$ cat src/rtl/core/m2malu_pkg.sv
package m2malu_pkg;

	// Data memory geometry
	localparam int MEM_DEPTH = 256;
	localparam int ADDR_W    = $clog2(MEM_DEPTH);
	localparam int DATA_W    = 32;
	localparam int CNT_W     = $clog2(DATA_W);

	// Request field widths
	localparam int OP_W     = 4;
	localparam int FADDR_W  = 8;
	// dest, src_a, src_b, imm_value, read_value packed into tdata
	localparam int IN_DATA_W  = 3 * FADDR_W + 2 * DATA_W;
	localparam int OUT_USER_W = 2;

	// Opcodes; the remaining codes do nothing
	localparam logic [OP_W-1:0] OP_ADD = 4'd0;
	localparam logic [OP_W-1:0] OP_SUB = 4'd1;
	localparam logic [OP_W-1:0] OP_MUL = 4'd2;
	localparam logic [OP_W-1:0] OP_DIV = 4'd3;
	localparam logic [OP_W-1:0] OP_RED = 4'd5;
	localparam logic [OP_W-1:0] OP_WRT = 4'd6;
	localparam logic [OP_W-1:0] OP_STR = 4'd7;

	typedef enum logic [1:0] {
		ST_IDLE,
		ST_EXEC,
		ST_DIV,
		ST_WB
	} state_t;

	typedef struct packed {
		logic [OP_W-1:0]    op;
		logic [FADDR_W-1:0] dest;
		logic [FADDR_W-1:0] src_a;
		logic [FADDR_W-1:0] src_b;
		logic [DATA_W-1:0]  imm;
		logic [DATA_W-1:0]  rv;
	} instr_t;

	typedef struct packed {
		logic              rd_en;
		logic [ADDR_W-1:0] rd_a_addr;
		logic [ADDR_W-1:0] rd_b_addr;
		logic              wr_en;
		logic [ADDR_W-1:0] wr_addr;
		logic [DATA_W-1:0] wr_data;
	} mem_req_t;

endpackage

$ cat src/rtl/core/m2malu_div.sv
module m2malu_div (
	input  logic                          clk,
	input  logic                          arst_n,
	input  logic                          start,
	input  logic [m2malu_pkg::DATA_W-1:0] dividend,
	input  logic [m2malu_pkg::DATA_W-1:0] divisor,
	output logic                          done,
	output logic [m2malu_pkg::DATA_W-1:0] quotient
);
	import m2malu_pkg::*;

	logic              busy_q;
	logic              done_q;
	logic [CNT_W-1:0]  cnt_q;
	logic              neg_q;
	logic [DATA_W-1:0] rem_q;
	logic [DATA_W-1:0] quo_q;
	logic [DATA_W-1:0] dvs_q;
	logic [DATA_W:0]   rem_sh;
	logic [DATA_W:0]   diff;
	logic              take;

	// One restoring step per cycle on the magnitudes
	assign rem_sh = {rem_q, quo_q[DATA_W-1]};
	assign diff   = rem_sh - {1'b0, dvs_q};
	assign take   = !diff[DATA_W];

	always_ff @(posedge clk or negedge arst_n) begin
		if (!arst_n) begin
			busy_q <= 1'b0;
			done_q <= 1'b0;
			cnt_q  <= '0;
		end else begin
			done_q <= !start && busy_q && (cnt_q == CNT_W'(DATA_W - 1));
			if (start) begin
				busy_q <= 1'b1;
				cnt_q  <= '0;
			end else if (busy_q) begin
				cnt_q <= cnt_q + 1'b1;
				if (cnt_q == CNT_W'(DATA_W - 1)) begin
					busy_q <= 1'b0;
				end
			end
		end
	end

	always_ff @(posedge clk) begin
		if (start) begin
			neg_q <= dividend[DATA_W-1] ^ divisor[DATA_W-1];
			rem_q <= '0;
			quo_q <= dividend[DATA_W-1] ? (~dividend + 1'b1) : dividend;
			dvs_q <= divisor[DATA_W-1] ? (~divisor + 1'b1) : divisor;
		end else if (busy_q) begin
			rem_q <= take ? diff[DATA_W-1:0] : rem_sh[DATA_W-1:0];
			quo_q <= {quo_q[DATA_W-2:0], take};
		end
	end

	// Truncate toward zero: fix the sign of the magnitude quotient
	assign done     = done_q;
	assign quotient = neg_q ? (~quo_q + 1'b1) : quo_q;

endmodule

$ cat config.mk
export PLATFORM = sky130hd
export DESIGN_NAME = m2malu_div
export DESIGN_NICKNAME = d
export VERILOG_FILES = /design/src/rtl/core/m2malu_pkg.sv /design/src/rtl/core/m2malu_div.sv
export SDC_FILE = /design/constraint.sdc
export NUM_CORES = 1
export LEC_CHECK = 0
export BUFFER_PORTS_ARGS = -buffer_cell sky130_fd_sc_hd__clkbuf_2
export CORE_ASPECT_RATIO = 1.25
export CORE_MARGIN = 2
export CORE_UTILIZATION = 59
export DETAILED_ROUTE_END_ITERATION = 8
export GPL_ROUTABILITY_DRIVEN = 0
export PLACE_DENSITY = 0.88
export RECOVER_POWER = 50
export SETUP_SLACK_MARGIN = 0.2
export SYNTH_ARGS = -nofsm -noshare
export SYNTH_HDL_FRONTEND = slang
export SYNTH_SLANG_ARGS = --single-unit
$ cat constraint.sdc
create_clock -name clk -period 4.5 [get_ports clk]
set_input_delay 0.9 -clock clk [delete_from_list [all_inputs] [get_ports clk]]
set_output_delay 0.9 -clock clk [all_outputs]
set_load 0.02 [all_outputs]
## After elaboration in Yosys (flattened, before gate mapping)

Index checks and enable logic that the tools add are counted.

| storage, ports and cells | value |
|---|---|
| RAM bits | 0 |
| memory bits (read-only) | 0 |
| input bits | 67 |
| logic and storage cells | 34 |
| output and inout port bits | 33 |
| memories | 0 |
| latch bits | 0 |
| register bits | 104 |

| operators by class | value |
|---|---|
| reduce and logical (&&, ||, !) cells | 5 |
| add/sub/neg operators | 5 |
| equality and inequality tests | 1 |
| $lt $le $gt $ge | 0 |
| shift-type cells | 0 |
| multiply operators | 0 |
| mux-type cells | 11 |
| div/mod/pow operators | 0 |
| bitwise operators | 4 |

Operators with widths:

| operator | count |
|---|---|
| 2-to-1 mux 32 bit | 5 |
| adder 32 x 1 -> 32 bit (second input constant) | 3 |
| NOT 32 bit | 3 |
| subtractor 33 x 32 -> 33 bit | 1 |
| 2-to-1 mux 31 bit | 1 |
| 2-to-1 mux 5 bit | 2 |
| adder 5 x 1 -> 5 bit (second input constant) | 1 |
| == test 5 bit (second input constant) | 1 |
| 2-to-1 mux 1 bit | 3 |
| logical AND 1 bit | 2 |
| zero test 1 bit | 2 |
| nonzero test 2 bit | 1 |
| bitwise XOR 1 bit | 1 |

## Depth between registers and ports, before layout

Gate-level depths: netlist (run 1).

| depth | value |
|---|---|
| depth in word-level cells | 4 |
| mapped depth | 12 |
| depth with buffers taken out | 11 |

## Worst setup path before layout (run 1)

Ideal clock, no wire load.

| path | value |
|---|---|
| kind | register to output |
| start | register quo_q[3] |
| end | output port quotient[28] in the netlist's numbering |
| stages on the path, launching flop included | 8 |
| slack | 0.987 ns |
| required time | 3.600 ns |
| path buffers | 0 |
| arrival | 2.613 ns |
| path through | edfxtp_1 -> nor3_1 -> nand3_1 -> or4_1 -> or3_1 -> or3_1 -> o31ai_1 -> xnor2_1 |

| between the ends | value |
|---|---|
| word-level cells in the longest chain between the ends | 3 |

RTL lines:

| element | RTL line | text |
|---|---|---|
| start, declared | m2malu_div.sv:17 | `logic [DATA_W-1:0] quo_q;` |
| start signal, assigned | m2malu_div.sv:51 | `quo_q <= dividend[DATA_W-1] ? (~dividend + 1'b1) : dividend;` |
| start signal, assigned | m2malu_div.sv:55 | `quo_q <= {quo_q[DATA_W-2:0], take};` |
| NOT 32 bit | m2malu_div.sv:61 | `assign quotient = neg_q ? (~quo_q + 1'b1) : quo_q;` |
| adder 32 x 1 -> 32 bit | m2malu_div.sv:61 |  |
| 2-to-1 mux 32 bit | m2malu_div.sv:61 |  |
| end, declared | m2malu_div.sv:8 | `output logic [m2malu_pkg::DATA_W-1:0] quotient` |

Every way passes these cells.

## Worst setup path after layout (run 1)

| path | value |
|---|---|
| start | register quo_q[0] |
| end | output port quotient[28] in the netlist's numbering |

Same word-level chain as after synthesis.

==> impl_metrics.py, run 1 <==
metrics = {
    "die": {
        "rows": 47,
        "dieArea_mm2": 0.0143,
        "die-width_um": 108,
        "io_pins": 100,
        "die_h_um": 133,
        "initial_core_util_pct": 60.0,
        "core-area_mm2": 0.0132,
    },
    "synthesis": {
        "ys_seq_elements": 104,
        "ys_types": 68,
        "ys_seq_area_share_pct": 35.0,
        "synth_most_common_cell": "nand2_1",
        "synth_common_cells": "nand2_1, nor2_1, xnor2_1",
        "yosysTopAreaCell": "edfxtp_1",
        "syn_nets": 1014,
        "synth_enable_flop_cells": 65,
        "avgSynthCellArea_um2": 8.69,
        "syn_area_mm2": 0.00790,
        "synthCells": 909,
        "netlist.area_leader.share_pct": 24.7,
        "synthTopCellsByArea": "edfxtp_1, xnor2_1, dfxtp_1",
        "synthArstFlopShare_pct": 6.73,
        "synth_flop_cell": "edfxtp_1",
        "synth_warnings": 0,
    },
    "setup_path": {
        "slowest_delay_ps": 480,
        "start_kind": "register",
        "arrival_ps": 3200,
        "regToRegSetupSlack_ps": 880,
        "crit_chain": "inv_1 -> ha_1 -> nand3_1 -> or4_1 -> or3_1 -> or3_1 -> o31ai_1 -> xnor2_1 -> clkbuf_2",
        "criticalPathCategory": "reg -> out",
        "crit_slowest_cell": "or4_1",
        "path_common_cell": "or3_1",
        "required_ps": 3600,
        "cp-end-kind": "output pin",
        "crit_fanout": 5,
    },
    "finish": {
        "nNetsFinal": 1089,
        "drive_gt1_share_pct": 14.2,
        "diodes": 0,
        "syn2layout_area_growth_pct": 11.1,
        "utilization_pct": 66.6,
        "fin_area_mm2": 0.00878,
    },
    "clocking": {
        "clkLatencyLatePin_ps": 340,
        "clkSinkCount": 104,
        "cts_tree": "built",
        "clkTransAtPathRegs_ps": 70,
        "cts_hold_buf": 0,
        "cts.repair.resized": 0,
        "clockBufferDepth": 2,
        "postCtsSetupBuffers": 0,
        "cts_buffers": 9,
        "h-tree-depth": 3,
        "cts-root-buf": "clkbuf_16",
    },
    "power": {
        "ir_worst_vdd_v": 0.000210,
        "power.leakage_nw": 3.49,
        "power_density_mw_per_mm2": 291,
        "switchingPower_uw": 778,
        "power_mw": 2.55,
        "swShare_pct": 30.5,
        "power.share.sequential_pct": 45.8,
        "intPower_mw": 1.78,
        "p_comb_share_pct": 23.9,
        "p_clk_share_pct": 30.3,
    },
    "global_routing": {
        "grt_max_degree": 51,
        "grt_pass1_wl_um": 30100,
        "track_usage_pct": 25.6,
        "grt_overflow_total": 0,
        "grt_antenna_before_repair": 0,
        "grt_pass1_vias": 6491,
    },
    "detailed_routing": {
        "first_pass_iters": 5,
        "wl_um": 18500,
        "post_drt_wl_per_cell_um": 16.0,
        "drtAntennaViolNets": 0,
        "vias": 7124,
        "drc_errors": 0,
        "avgViaCountPerCell": 6.14,
        "drtIter0Drc": 687,
    },
    "place": {
        "port_buffers": 99,
        "dp_hpwl_um": 13700,
        "placed_area_mm2": 0.00849,
    },
    "timing": {
        "fin_skew_ps": 5.57,
        "worst_pin_slew_ps": 2450,
        "holdWs_ps": 445,
        "min_period_ps": 4100,
        "timing.final.crit_share_pct": 91.0,
        "slew_violations": 48,
        "finalSetupViolCount": 0,
        "fmax_mhz": 244,
        "rsz0062_at_grt": "false",
        "hold_viol": 0,
        "slew_headroom_pct": -63.2,
        "tns_ps": 0,
    },
    "status": {
        "outcome": "finished, violations left",
        "violations": "capacitance limit, slew limit",
    },
    "min_path": {
        "hp-class": "in -> async",
    },
    "run": {
        "max_cap_violations": 1,
    },
}
==> cells in the final DEF, fill, tap and decap left out, types with 13 or more instances in the layout <==
cell	count
o31ai_1	27
edfxtp_1	65
inv_1	50
or4_1	16
clkbuf_2	96
xor2_1	44
o21ai_0	51
ha_1	37
nand3_1	23
nand2_1	99
xnor2_1	74
a21oi_1	63
nor2_1	82
o41ai_1	13
dfxtp_1	32
==> sequential cells by signal, summed over array words and instances, names as in the netlist <==
| name | count |
|---|---|
| done | 1 |
| cnt_q | 5 |
| quo_q | 32 |
| busy_q | 1 |
| neg_q | 1 |
| rem_q | 32 |
| dvs_q | 32 |
==> power groups by stage <==
| stage | sequential [mW] | clock [mW] | combinational (mW) |
|---|---|---|---|
| after floorplan | 1.16 | 0 | 0.433 |
| after global placement | 1.18 | 0 | 0.593 |
| after detailed placement | 1.19 | 0 | 0.606 |
| after CTS | 1.17 | 0.790 | 0.610 |
| after global routing | 1.18 | 0.833 | 0.672 |
| final | 1.17 | 0.773 | 0.612 |
==> path summary, 6_finish.rpt <==
check / depth (start not counted) / to / start
worst min-delay path: 1 / cnt_q[2] / arst_n
max in group asynchronous: 1 / busy_q / arst_n
worst max register to register: 12 / rem_q[4] / quo_q[31]
min in group clk: 2 / rem_q[6] / rem_q[6]
worst min register to register: 2 / rem_q[6] / rem_q[6]
worst max-delay path: 9 / quotient[28] / quo_q[0]
==> cell families (layout without fill, tap and decap cells) <==
logic type	after synthesis	after routing	synth area share (%)
compound gates	244	244	21.1
xor+xnor	120	120	13.5
fa+ha+maj	38	38	6.11
buf+inv	95	175	4.92
flops	104	104	35.0
mux	9	9	1.16
simple gates	299	299	18.1
==> critical path, delay by kind of cell (launching register included) <==
kind	cells	cell delay, ps
fa+ha+maj	1	210
flops	1	450
simple gates	4	1480
compound gates	1	260
buf+inv	2	280
xor+xnor	1	160
==> stage by stage <==
| stage | setup WS, ps | cells |
|---|---|---|
| after floorplan | 987 | 909 |
| after global placement | 715 | 1144 |
| after detailed placement | 659 | 1144 |
| after CTS | 286 | 1160 |
| after global routing | 211 | 1160 |
| final | 405 | 1160 |
==> metal layers <==
layer	vias to the layer above	routed length (µm)	global-route usage, %
li1	3473	-	-
met1	3310	7920	33.2
met2	308	9080	44.5
met3	33	1190	2.98
met4	0	352	7.69
met5	-	0	0
==> cell type report <==
| class | instances | area (µm²) |
|---|---|---|
| Timing Repair Buffer | 109 | 556 |
| Clock inverter | 5 | 56.3 |
| Clock buffer | 11 | 233 |
| Fill cell | 1087 | 4390 |
| Multi-Input combinational cell | 710 | 4760 |
| Sequential cell | 104 | 2770 |
| Tap cell | 171 | 214 |
| Inverter | 50 | 188 |
(Power assumes the default switching activity.)
==> inputs of run 2 (changes only) <==
--- a/config.mk
+++ b/config.mk
@@ -11,7 +11,7 @@
 export CORE_UTILIZATION = 59
 export DETAILED_ROUTE_END_ITERATION = 8
 export GPL_ROUTABILITY_DRIVEN = 0
-export PLACE_DENSITY = 0.88
+export PLACE_DENSITY_LB_ADDON = 0.12
 export RECOVER_POWER = 50
 export SETUP_SLACK_MARGIN = 0.2
 export SYNTH_ARGS = -nofsm -noshare
==> run 2 against run 1 <==
Against the previous run:
- the flow still finishes with violations (capacitance limit, slew limit)
- maximum frequency up 0.65%
- clock skew up 0.80 ps
- power up 3.2%
- critical endpoint is now quotient[30]
==> impl_metrics.py, run 2 (synthesis gave the netlist of run 1 again) <==
metrics = {
    "setup_path": {
        "crit_fanout": 4,
        "crit_start": "quo_q[4]",
        "required_ps": 3600,
        "regToRegSetupSlack_ps": 820,
        "crit_end": "quotient[30]",
        "r2r_end": "quo_q[11]",
        "criticalPathCategory": "reg -> out",
        "start_kind": "register",
        "r2r-start": "busy_q",
        "rr_worst_depth": 5,
        "cp-end-kind": "output pin",
        "arrival_ps": 3170,
    },
    "detailed_routing": {
        "drc_errors": 0,
        "vias": 6795,
        "avgViaCountPerCell": 5.86,
        "post_drt_wl_per_cell_um": 15.3,
        "drtIter0Drc": 581,
        "drtAntennaViolNets": 0,
        "first_pass_iters": 5,
        "wl_um": 17800,
    },
    "global_routing": {
        "grt_overflow_total": 0,
        "grt_pass1_wl_um": 29800,
        "track_usage_pct": 25.4,
        "grt_antenna_before_repair": 0,
        "grt_pass1_vias": 6405,
        "grt_max_degree": 50,
    },
    "timing": {
        "min_period_ps": 4070,
        "finalSetupViolCount": 0,
        "tns_ps": 0,
        "rsz0062_at_grt": "false",
        "timing.final.crit_share_pct": 90.4,
        "hold_viol": 0,
        "worst_pin_slew_ps": 2240,
        "slew_violations": 94,
        "fin_skew_ps": 6.37,
        "fmax_mhz": 246,
        "slew_headroom_pct": -49.6,
    },
    "clocking": {
        "clkTransAtPathRegs_ps": 70,
        "postCtsSetupBuffers": 0,
        "cts_tree": "built",
        "clockBufferDepth": 2,
        "cts_buffers": 9,
        "clkSinkCount": 104,
        "clkLatencyLatePin_ps": 350,
        "cts-root-buf": "clkbuf_16",
        "h-tree-depth": 3,
    },
    "die": {
        "die-width_um": 108,
        "die_h_um": 133,
        "rows": 47,
        "initial_core_util_pct": 60.0,
        "dieArea_mm2": 0.0143,
        "io_pins": 100,
        "core-area_mm2": 0.0132,
    },
    "finish": {
        "layout_common_cells": "nand2_1, clkbuf_2, nor2_1",
        "nNetsFinal": 1089,
        "diodes": 0,
        "syn2layout_area_growth_pct": 11.4,
        "layout_commonest_cell": "nand2_1",
        "drive_gt1_share_pct": 14.1,
        "top_regs": "dvs_q: 32 flops, quo_q: 32 flops, rem_q: 32 flops",
    },
    "power": {
        "power.leakage_nw": 3.50,
        "power_mw": 2.64,
        "power_density_mw_per_mm2": 299,
        "ir_worst_vdd_v": 0.000176,
    },
    "status": {
        "violations": "capacitance limit, slew limit",
        "outcome": "finished, violations left",
    },
    "place": {
        "port_buffers": 99,
        "dp_hpwl_um": 13200,
    },
    "run": {
        "max_cap_violations": 2,
    },
    "min_path": {
        "hp-class": "in -> async",
    },
}
## run 2: what timing repair did
item | in CTS | in global routing
hold buffers | 0 | 0
setup endpoints to repair | 0 | 6
resized for setup | 0 | 1
## run 2: routing by layer
metal / track usage, % / vias to the layer above / part of all wire, %
met5: 0 / - / 0
met4: 9.12 / 0 / 2.2
met3: 2.35 / 30 / 4.3
met2: 43.5 / 171 / 49
met1: 33.4 / 3116 / 45
li1: - / 3478 / -
## run 2: how the worst min path moves through the flow
stage / start / to / slack, ps / cells after the start
after detailed placement: rem_q[20] / rem_q[20] / 490 / 2
after global placement: rem_q[20] / rem_q[20] / 480 / 2
after floorplan: rem_q[20] / rem_q[20] / 450 / 2
after global routing: arst_n / cnt_q[0] / 450 / 1
after CTS: arst_n / cnt_q[0] / 370 / 1
final: arst_n / cnt_q[0] / 430 / 1
## run 2: final cells by class
| type | instances | area, µm² |
|---|---|---|
| fillers | 1155 | 4370 |
| inverters | 50 | 188 |
| well taps | 171 | 214 |
| repair buffers | 109 | 548 |
| clock buffers | 10 | 239 |
| flip-flops and latches | 104 | 2770 |
| multi-input cells | 710 | 4760 |
| clock inverters | 6 | 91.3 |
## run 2: critical path: stages, from the launching register on
cell and delay, ps:
edfxtp_1 440, nor3_2 300, nand3_1 120, or4_1 480, or3_1 440, or3_1 440, o21ai_0 260, xnor2_1 150
clkbuf_2 190
## run 2: power breakdown
group	internal [mW]	total (mW)	switching [mW]
Clock	0.506	0.866	0.360
Combinational	0.242	0.602	0.360
Sequential	1.10	1.17	0.0675
Total	1.85	2.64	0.788
## run 2: per-stage QoR
| step | instances | util, % | setup slack, ps | hold WS [ps] | instance area [µm²] |
|---|---|---|---|---|---|
| after floorplan | 909 | - | 987 | 454 | 7900 |
| after global placement | 1144 | 64.5 | 764 | 479 | 8490 |
| after detailed placement | 1144 | 64.5 | 718 | 487 | 8490 |
| after CTS | 1160 | 67.0 | 329 | 372 | 8820 |
| after global routing | 1160 | 66.8 | 147 | 451 | 8800 |
| final | 1160 | 66.8 | 431 | 434 | 8800 |
==> inputs of run 3 (changes only) <==
--- a/config.mk
+++ b/config.mk
@@ -5,10 +5,11 @@
 export SDC_FILE = /design/constraint.sdc
 export NUM_CORES = 1
 export LEC_CHECK = 0
+export ABC_CLOCK_PERIOD_IN_PS = 4500
 export BUFFER_PORTS_ARGS = -buffer_cell sky130_fd_sc_hd__clkbuf_2
 export CORE_ASPECT_RATIO = 1.25
 export CORE_MARGIN = 2
-export CORE_UTILIZATION = 59
+export CORE_UTILIZATION = 41
 export DETAILED_ROUTE_END_ITERATION = 8
 export GPL_ROUTABILITY_DRIVEN = 0
 export PLACE_DENSITY_LB_ADDON = 0.12
==> run 3 against run 2 <==
Against the previous run:
- the flow still finishes with violations (capacitance limit, slew limit)
- critical endpoint is now quotient[31]
- critical path type unchanged
- non-clock buffer count down 2
- core utilization down 20 points
- combinational power about the same
- cell area up 0.27%
- largest power group unchanged
==> impl_metrics.py, run 3 (synthesis gave the netlist of run 1 again) <==
metrics = {
    "detailed_routing": {
        "first_pass_iters": 5,
        "avgViaCountPerCell": 5.52,
        "drtAntennaViolNets": 0,
        "post_drt_wl_per_cell_um": 15.6,
        "wl_um": 19100,
        "drc_errors": 0,
        "drtIter0Drc": 408,
        "vias": 6727,
    },
    "setup_path": {
        "regToRegSetupSlack_ps": 1070,
        "criticalPathCategory": "reg -> out",
        "path_buf_inv": 1,
        "r2r-start": "dvs_q[27]",
        "crit_fanout": 4,
        "rr_worst_depth": 11,
        "required_ps": 3600,
        "critPathTopFamily": "simple AND/OR/NAND/NOR gates",
        "arrival_ps": 3170,
        "start_kind": "register",
        "path_common_cell": "or3_1",
        "slowest_delay_ps": 470,
        "crit_chain": "nor3_2 -> nand3_1 -> or4_1 -> or3_1 -> or3_1 -> o31ai_1 -> xnor2_1 -> clkbuf_2",
        "cp-end-kind": "output pin",
        "r2r_end": "rem_q[13]",
        "crit_slowest_cell": "or4_1",
    },
    "clocking": {
        "clkTransAtPathRegs_ps": 70,
        "h-tree-depth": 3,
        "clockBufferDepth": 2,
        "cts_tree": "built",
        "clkSinkCount": 104,
        "cts-root-buf": "clkbuf_16",
        "cts_hold_buf": 0,
        "cts_buffers": 9,
        "clkLatencyLatePin_ps": 350,
    },
    "power": {
        "power_density_mw_per_mm2": 289,
        "power_mw": 2.55,
        "power.leakage_nw": 3.46,
        "ir_worst_vdd_v": 0.000201,
    },
    "status": {
        "violations": "capacitance limit, slew limit",
        "outcome": "finished, violations left",
    },
    "run": {
        "max_cap_violations": 3,
    },
    "timing": {
        "fin_ws_ps": 430,
        "holdWs_ps": 443,
        "min_period_ps": 4070,
        "hold_viol": 0,
        "rsz0062_at_grt": "false",
        "worst_pin_slew_ps": 3050,
        "tns_ps": 0,
        "fmax_mhz": 246,
        "timing.final.crit_share_pct": 90.4,
        "slew_violations": 158,
        "slew_headroom_pct": -103,
        "fin_skew_ps": 10.6,
        "finalSetupViolCount": 0,
    },
    "finish": {
        "top_regs": "dvs_q: 32 flops, quo_q: 32 flops, rem_q: 32 flops",
        "layout_common_cells": "nand2_1, clkbuf_2, nor2_1",
        "diodes": 0,
        "layout_commonest_cell": "nand2_1",
        "syn2layout_area_growth_pct": 11.7,
        "drive_gt1_share_pct": 13.4,
        "nNetsFinal": 1087,
    },
    "global_routing": {
        "grt_pass1_vias": 6325,
        "track_usage_pct": 18.9,
        "grt_overflow_total": 0,
        "grt_pass1_wl_um": 31600,
        "grt_antenna_before_repair": 0,
        "grt_max_degree": 75,
    },
    "min_path": {
        "hp-class": "in -> async",
    },
    "place": {
        "dpl_worst_slack_ps": 603,
        "dp_hpwl_um": 14300,
        "port_buffers": 99,
    },
    "die": {
        "die_h_um": 159,
        "initial_core_util_pct": 41.9,
        "io_pins": 100,
        "rows": 56,
        "die-width_um": 128,
        "core-area_mm2": 0.0188,
        "dieArea_mm2": 0.0204,
    },
}
## run 3: cell types whose count changed in the layout (fill, tap and decap cells not counted), sizes merged
cell,before,now
buf,5,3
clkinv,3,5
bufinv,2,1
inv,51,50
## run 3: worst register-to-register path: cells and delay by family (launching register included)
family | cells | cell delay (ps)
AOI/OAI and AO/OA | 5 | 1340
xor gates and xnor gates | 1 | 160
adders and majority gates | 1 | 290
buffers and inverters | 2 | 470
DFF | 1 | 360
and+or+nand+nor | 2 | 680
## run 3: worst max-delay path by stage
| stage | start | end | slack [ps] | depth (start not counted) |
|---|---|---|---|---|
| floorplan | quo_q[3] | quotient[28] | 990 | 7 |
| global placement | quo_q[4] | quotient[29] | 670 | 8 |
| detailed placement | quo_q[3] | quotient[29] | 600 | 8 |
| CTS | quo_q[3] | quotient[29] | 200 | 8 |
| global route | start | rem_q[26] | 200 | 4 |
| finish | quo_q[3] | quotient[31] | 430 | 8 |
## run 3: layout make-up
| cell class | instances | area, µm² |
|---|---|---|
| Clock buffer | 10 | 229 |
| Sequential cell | 104 | 2770 |
| Tap cell | 232 | 290 |
| Multi-Input combinational cell | 710 | 4760 |
| Clock inverter | 6 | 60.1 |
| Timing Repair Buffer | 107 | 529 |
| Fill cell | 1877 | 10000 |
| Inverter | 50 | 188 |
## run 3: timing repair
| action | 4_1_cts | 5_1_grt |
|---|---|---|
| resized for setup | 0 | 2 |
| setup endpoints to repair | 0 | 9 |
| setup buffers | 0 | 0 |
## run 3: metal layers
layer | vias up | wire length (µm) | track usage [%]
met5 | - | 0 | 0
met4 | 0 | 407 | 6.24
met3 | 23 | 576 | 1.92
met2 | 151 | 8940 | 31.3
met1 | 3095 | 9140 | 25.7
li1 | 3458 | - | -
## run 3: report_power, final
part / total, mW / internal [mW] / switching [mW]
sequential: 1.17 / 1.10 / 0.0690
combinational: 0.605 / 0.244 / 0.361
clock: 0.777 / 0.429 / 0.347
total: 2.55 / 1.77 / 0.778
## run 3: through the flow
stage               cells  util [%]  instance area [µm²]
floorplan             909         -                 7900
global placement     1203      45.4                 8560
detailed placement   1203      45.4                 8560
CTS                  1219      46.9                 8840
global route         1219      46.8                 8830
finish               1219      46.8                 8830
